[src/hw/rtl/rpf_pkg.sv]
// package: shared types, constants and the word-wide crc-32 update
`timescale 1ns / 1ps

package rpf_pkg;

    localparam logic [31:0] CRC_POLY     = 32'hEDB8_8320;
    localparam logic [31:0] CRC_INIT     = 32'hFFFF_FFFF;
    localparam logic [31:0] HEADER_BYTES = 32'd12;

    localparam logic MODE_START = 1'b0;
    localparam logic MODE_DATA  = 1'b1;

    // up to three words produced by one transaction
    typedef struct packed {
        logic [1:0]       cnt;
        logic [2:0][31:0] word;
        logic [2:0]       last;
    } t_res;

    // reflected crc-32, one 32-bit word taken low byte first
    function automatic logic [31:0] crc32_word(input logic [31:0] crc, input logic [31:0] word);
        logic [31:0] c;
        c = crc ^ word;
        for (int i = 0; i < 32; i++) begin
            c = c[0] ? ((c >> 1) ^ CRC_POLY) : (c >> 1);
        end
        return c;
    endfunction

endpackage

[src/hw/rtl/rpf_engine.sv]
// framing engine: frame state, sequence counter and running crc
`timescale 1ns / 1ps

module rpf_engine import rpf_pkg::*; #(
    parameter int unsigned MAX_PAYLOAD_WORDS = 16384
) (
    input  logic        i_clk,
    input  logic        i_rst_n,
    input  logic        i_fire,
    input  logic        i_mode,
    input  logic [14:0] i_payload_words,
    input  logic [31:0] i_data_word,
    output t_res        o_res
);

    localparam int unsigned SAT_INT = (MAX_PAYLOAD_WORDS > 32767) ? 32767 : MAX_PAYLOAD_WORDS;
    localparam logic [14:0] SAT_WORDS = SAT_INT[14:0];

    logic [31:0] r_seq, n_seq;
    logic [31:0] r_crc, n_crc;
    logic [14:0] r_words_left, n_words_left;
    logic        r_open, n_open;

    logic [14:0] cnt_sat;
    logic [31:0] len_word;
    logic [31:0] crc_len;
    logic [31:0] crc_hdr;
    logic [31:0] crc_data;
    logic        data_ok;
    logic        data_last;

    assign cnt_sat   = (i_payload_words > SAT_WORDS) ? SAT_WORDS : i_payload_words;
    assign len_word  = {15'd0, cnt_sat, 2'b00} + HEADER_BYTES;
    assign crc_len   = crc32_word(CRC_INIT, len_word);
    assign crc_hdr   = crc32_word(crc_len, r_seq);
    assign crc_data  = crc32_word(r_crc, i_data_word);
    assign data_ok   = r_open && (r_words_left != 15'd0);
    assign data_last = (r_words_left == 15'd1);

    always_comb begin
        o_res      = '0;
        n_seq        = r_seq;
        n_crc        = r_crc;
        n_words_left = r_words_left;
        n_open       = r_open;
        if (i_mode == MODE_START) begin
            o_res.word[0] = len_word;
            o_res.word[1] = r_seq;
            o_res.word[2] = ~crc_hdr;
            o_res.last    = 3'b100;
            o_res.cnt     = (cnt_sat == 15'd0) ? 2'd3 : 2'd2;
            n_seq         = r_seq + 32'd1;
            if (cnt_sat == 15'd0) begin
                n_crc        = CRC_INIT;
                n_words_left = 15'd0;
                n_open       = 1'b0;
            end else begin
                n_crc        = crc_hdr;
                n_words_left = cnt_sat;
                n_open       = 1'b1;
            end
        end else if (data_ok) begin
            o_res.word[0] = i_data_word;
            o_res.word[1] = ~crc_data;
            o_res.last    = 3'b010;
            o_res.cnt     = data_last ? 2'd2 : 2'd1;
            n_words_left  = r_words_left - 15'd1;
            n_crc         = data_last ? CRC_INIT : crc_data;
            n_open        = !data_last;
        end
    end

    always_ff @(posedge i_clk) begin
        if (!i_rst_n) begin
            r_seq        <= '0;
            r_crc        <= CRC_INIT;
            r_words_left <= '0;
            r_open       <= 1'b0;
        end else if (i_fire) begin
            r_seq        <= n_seq;
            r_crc        <= n_crc;
            r_words_left <= n_words_left;
            r_open       <= n_open;
        end
    end

endmodule

[src/hw/rtl/rpf_out_buf.sv]
// output buffer: holds up to three result words and shifts them out
`timescale 1ns / 1ps

module rpf_out_buf import rpf_pkg::*; (
    input  logic        i_clk,
    input  logic        i_rst_n,
    input  t_res        i_res,
    input  logic        i_load,
    input  logic        i_stall,
    output logic        o_valid,
    output logic [31:0] o_frame_word,
    output logic        o_frame_end,
    output logic        o_can_load
);

    logic [2:0][31:0] r_word, n_word;
    logic [2:0]       r_last, n_last;
    logic [1:0]       r_cnt, n_cnt;
    logic             pop;

    assign pop          = (r_cnt != 2'd0) && !i_stall;
    assign o_can_load   = (r_cnt == 2'd0) || ((r_cnt == 2'd1) && !i_stall);
    assign o_valid      = (r_cnt != 2'd0);
    assign o_frame_word = r_word[0];
    assign o_frame_end  = r_last[0];

    always_comb begin
        n_word = r_word;
        n_last = r_last;
        n_cnt  = r_cnt;
        if (pop) begin
            n_word[0] = r_word[1];
            n_word[1] = r_word[2];
            n_last[0] = r_last[1];
            n_last[1] = r_last[2];
            n_cnt     = r_cnt - 2'd1;
        end
        if (i_load) begin
            n_word = i_res.word;
            n_last = i_res.last;
            n_cnt  = i_res.cnt;
        end
    end

    always_ff @(posedge i_clk) begin
        if (!i_rst_n) begin
            r_cnt <= '0;
        end else begin
            r_cnt <= n_cnt;
        end
    end

    always_ff @(posedge i_clk) begin
        r_word <= n_word;
        r_last <= n_last;
    end

endmodule

[src/hw/rtl/rpc_packet_framer_crc32_top.sv]
// top level of the rpc packet framer with crc-32 trailer
`timescale 1ns / 1ps

// rpc packet framer: a start transaction (mode 0) opens a frame and emits the
// length word (payload bytes plus 12, word count saturated to MAX_PAYLOAD_WORDS)
// and the connection sequence number; each data transaction (mode 1) passes
// its word through, and the last payload word is followed by the inverted
// crc-32 over header and payload with o_frame_end set. an empty payload closes
// the frame straight after the header. a start inside an open frame abandons
// it without a crc, and data with no frame open is dropped silently.
// timing: an item lands in an input register, is framed combinationally by the
// engine and its words are loaded into a three-word output buffer, from which
// the first result word is presented on the output. the output port moves one
// word per cycle while i_stall is low and sets the rate: a data item that
// yields one word is taken every cycle, a start item occupies the output for
// two or three words and a closing data item for two.

module rpc_packet_framer_crc32_top import rpf_pkg::*; #(
    parameter int unsigned MAX_PAYLOAD_WORDS = 16384
) (
    input  logic        i_clk,
    input  logic        i_rst_n,
    // input channel
    input  logic        i_valid,
    output logic        o_stall,
    input  logic        i_mode,
    input  logic [14:0] i_payload_words,
    input  logic [31:0] i_data_word,
    // output channel
    output logic        o_valid,
    input  logic        i_stall,
    output logic [31:0] o_frame_word,
    output logic        o_frame_end
);

    // input register
    logic        r_in_valid;
    logic        r_mode;
    logic [14:0] r_payload_words;
    logic [31:0] r_data_word;

    t_res res;
    logic can_load;
    logic process;
    logic accept;

    // an item that yields no words never waits for buffer space
    assign process = r_in_valid && ((res.cnt == 2'd0) || can_load);
    assign o_stall = r_in_valid && !process;
    assign accept  = i_valid && !o_stall;

    always_ff @(posedge i_clk) begin
        if (!i_rst_n) begin
            r_in_valid <= 1'b0;
        end else if (accept) begin
            r_in_valid <= 1'b1;
        end else if (process) begin
            r_in_valid <= 1'b0;
        end
    end

    // payload of the input register, held while the transaction waits
    always_ff @(posedge i_clk) begin
        if (accept) begin
            r_mode          <= i_mode;
            r_payload_words <= i_payload_words;
            r_data_word     <= i_data_word;
        end
    end

    // frame state and crc, updated when the held item is processed
    rpf_engine #(
        .MAX_PAYLOAD_WORDS(MAX_PAYLOAD_WORDS)
    ) u_engine (
        .i_clk          (i_clk),
        .i_rst_n        (i_rst_n),
        .i_fire         (process),
        .i_mode         (r_mode),
        .i_payload_words(r_payload_words),
        .i_data_word    (r_data_word),
        .o_res          (res)
    );

    // result words drain one per output transaction
    rpf_out_buf u_out_buf (
        .i_clk       (i_clk),
        .i_rst_n     (i_rst_n),
        .i_res       (res),
        .i_load      (process && (res.cnt != 2'd0)),
        .i_stall     (i_stall),
        .o_valid     (o_valid),
        .o_frame_word(o_frame_word),
        .o_frame_end (o_frame_end),
        .o_can_load  (can_load)
    );

endmodule

[config.mk]
export PLATFORM = sky130hd
export DESIGN_NAME = rpc_packet_framer_crc32_top
export DESIGN_NICKNAME = d
export VERILOG_FILES = /design/src/hw/rtl/rpf_pkg.sv /design/src/hw/rtl/rpf_engine.sv /design/src/hw/rtl/rpf_out_buf.sv /design/src/hw/rtl/rpc_packet_framer_crc32_top.sv
export SDC_FILE = /design/constraint.sdc
export NUM_CORES = 1
export LEC_CHECK = 0
export ABC_AREA = 1
export BUFFER_PORTS_ARGS = -buffer_cell sky130_fd_sc_hd__buf_2
export CORE_MARGIN = 2
export CORE_UTILIZATION = 41
export DETAILED_ROUTE_END_ITERATION = 7
export GPL_ROUTABILITY_DRIVEN = 0
export HOLD_SLACK_MARGIN = 0.06
export SLEW_MARGIN = 0
export SYNTH_ARGS = -nofsm -noshare
export SYNTH_HDL_FRONTEND = slang
export SYNTH_SLANG_ARGS = --single-unit
[constraint.sdc]
create_clock -name i_clk -period 13.63 [get_ports i_clk]
set_input_delay 1.363 -clock i_clk [delete_from_list [all_inputs] [get_ports i_clk]]
set_output_delay 1.363 -clock i_clk [all_outputs]
set_load 0.01 [all_outputs]
==> impl_metrics.env <==
export IMPL_outcome="complete, no violations"
export IMPL_setup_viol=0
export IMPL_async_reset_ff_share_pct=0
export IMPL_die_h_um=242
export IMPL_max_freq_ghz=0.129
export IMPL_layout_commonest_cell="nand2_1"
export IMPL_clock_sinks=230
export IMPL_cpPeakStageDelay_ps=600
export IMPL_path_class="reg -> reg"
export IMPL_cp_slowest_cell="ha_1"
export IMPL_track_usage_pct=27.6
export IMPL_grt_util_met3_pct=3.83
export IMPL_cp_arrival_ps=8210
export IMPL_synth_edf_count=147
export IMPL_postCtsSetupBuffers=0
export IMPL_num_vias=23100
export IMPL_wl_per_cell_um=19.1
export IMPL_cts_tree="done"
export IMPL_crit_top_cell="nand2_1"
export IMPL_grt_util_met2_pct=42.7
export IMPL_postRouteAntennaNets=0
export IMPL_htreeDepth=1
export IMPL_hold_viol=0
export IMPL_cts_buffers=24
export IMPL_maxSlewViolCount=0
export IMPL_ctsHoldBuffers=0
export IMPL_ys_types=55
export IMPL_yosysSeqAreaShare_pct=26.1
export IMPL_worstMarginPinSlew_ps=1030
export IMPL_insertion_delay_ps=560
export IMPL_globalRoute_totalOverflow=0
export IMPL_clk_pin_slew_ps=60
export IMPL_die_area_um2=58600
export IMPL_syn_area_um2=23200
export IMPL_synth_seq_cells=230
export IMPL_relSlewSlack_pct=31.6
export IMPL_drc=0
export IMPL_syn_nets=3578
export IMPL_drive_gt1_share_pct=11.9
export IMPL_grt_pass1_vias=21200
export IMPL_routed_wl_um=82400
export IMPL_ioPinCount=87
export IMPL_layout_common_cells="nand2_1, nand3_1, xor2_1"
export IMPL_yosysWarnings=0
export IMPL_rsz0062_at_grt="no"
export IMPL_grt_antenna_before_repair=1
export IMPL_root_buffer="clkbuf_16"
export IMPL_coreArea_um2=56200
export IMPL_period_share_pct=57.1
export IMPL_start_kind="register"
export IMPL_fin_setup_tns_ps=0
export IMPL_nets=3601
export IMPL_fin_skew_ps=27.0
export IMPL_dr_pass1_iters=6
export IMPL_syn_inst=3520
export IMPL_dp_hpwl_um=64800
export IMPL_port_buffer_count=86
export IMPL_syn_avg_cell_area_um2=6.60
export IMPL_grtUsageMet1_pct=40.1
export IMPL_num_rows=87
export IMPL_fin_crit_ps=7780
export IMPL_die_x_um=242
export IMPL_busiest_layer="met2"
export IMPL_cts_resized=0
export IMPL_grt_max_degree=86
export IMPL_drv_cap=0
export IMPL_required_ps=14060
export IMPL_clk_path_buf_depth=3
export IMPL_grt_pass1_wl_um=127000
export IMPL_vias_per_cell=5.36
export IMPL_first_iter_violations=2865
export IMPL_holdCritPathClass="reg -> reg"
export IMPL_crit_fanout=13
export IMPL_critPathCaptureType="register"
export IMPL_start_util_pct=41.4
export IMPL_syn_to_final_growth_pct=7.27
export IMPL_ys_flop_type="edfxtp_1"
## per-layer routing
layer / vias to the layer above / routed length (µm)
li1: 11400 / -
met1: 10700 / 37800
met2: 959 / 35400
met3: 129 / 6890
met4: 2 / 2290
met5: - / 11
## synthesized netlist by cell type (15+ instances only)
cell | instances | area share [%]
nand3_2 | 25 | 1.1
nand2_1 | 1342 | 22
nand2_4 | 26 | 1.3
xor2_2 | 16 | 1.1
nor2_1 | 106 | 1.7
xnor2_1 | 132 | 5.0
inv_2 | 28 | 0.45
dfxtp_1 | 83 | 7.1
inv_1 | 251 | 4.1
buf_4 | 34 | 1.1
o21ai_1 | 15 | 0.32
o21ai_0 | 71 | 1.5
edfxtp_1 | 147 | 19
nand3_1 | 467 | 10
clkbuf_1 | 48 | 0.78
nand4_1 | 23 | 0.62
o221ai_1 | 18 | 0.68
xor2_1 | 273 | 10
a21oi_1 | 103 | 2.2
nor3_1 | 18 | 0.39
nand2_2 | 151 | 4.1
## logic make-up after synthesis
logic type / count (synthesis) / share of synthesized area (%)
flops: 230 / 26.1
compound gates: 257 / 6.37
simple gates: 2211 / 42.6
buf+inv: 385 / 7.12
xor+xnor: 431 / 17.4
fa+ha+maj: 6 / 0.323
## path summary, 6_finish.rpt
kind / to / slack (ps) / cells after the start / startpoint
setup reg to reg: u_engine.r_crc[12]$_SDFFE_PN1P_ / 5850 / 35 / r_payload_words[14]$_DFFE_PP_
hold reg to reg: u_engine.r_crc[22]$_SDFFE_PN1P_ / 490 / 2 / u_engine.r_crc[22]$_SDFFE_PN1P_
hold / removal: u_engine.r_crc[22]$_SDFFE_PN1P_ / 490 / 2 / u_engine.r_crc[22]$_SDFFE_PN1P_
setup / recovery: u_engine.r_crc[12]$_SDFFE_PN1P_ / 5850 / 35 / r_payload_words[14]$_DFFE_PP_
## layout make-up
class | count | area [µm²]
fillers | 5867 | 31200
multi-input cells | 2905 | 15500
repair buffers | 97 | 513
flip-flops and latches | 230 | 6080
well taps | 756 | 946
diodes | 1 | 2.50
clock inverters | 14 | 128
clock buffers | 30 | 644
inverters | 285 | 1080
## critical path: cells and delay by family (launching register included)
kind	cells	cell delay [ps]
xor gates and xnor gates	2	720
adders and majority gates	1	600
buffers and inverters	3	600
DFF	1	490
and+or+nand+nor	29	5240
## registers in the layout, indices dropped and copies added (netlist names)
register and count:
r_payload_words 15, u_engine.r_seq 32, u_out_buf.r_cnt 2, r_in_valid 1, r_mode 1, u_engine.r_crc 32, u_engine.r_words_left 15, u_out_buf.o_frame_word 32
r_data_word 32, u_out_buf.r_word 64, u_out_buf.r_last 3, u_engine.r_open 1
## per-stage QoR
stage,hold slack (ps),cells,cell area [µm²],utilization [%],setup slack (ps)
finish,489,4318,24900,44.4,5850
global route,509,4317,24900,44.4,5240
CTS,493,4317,24900,44.4,6060
detailed placement,476,4273,24200,43.0,6070
global placement,473,4273,24200,43.0,6080
floorplan,461,3520,23200,-,8020
Power is not shown: default switching activity piles up to over one toggle a cycle in this logic, so the estimate is an artifact.
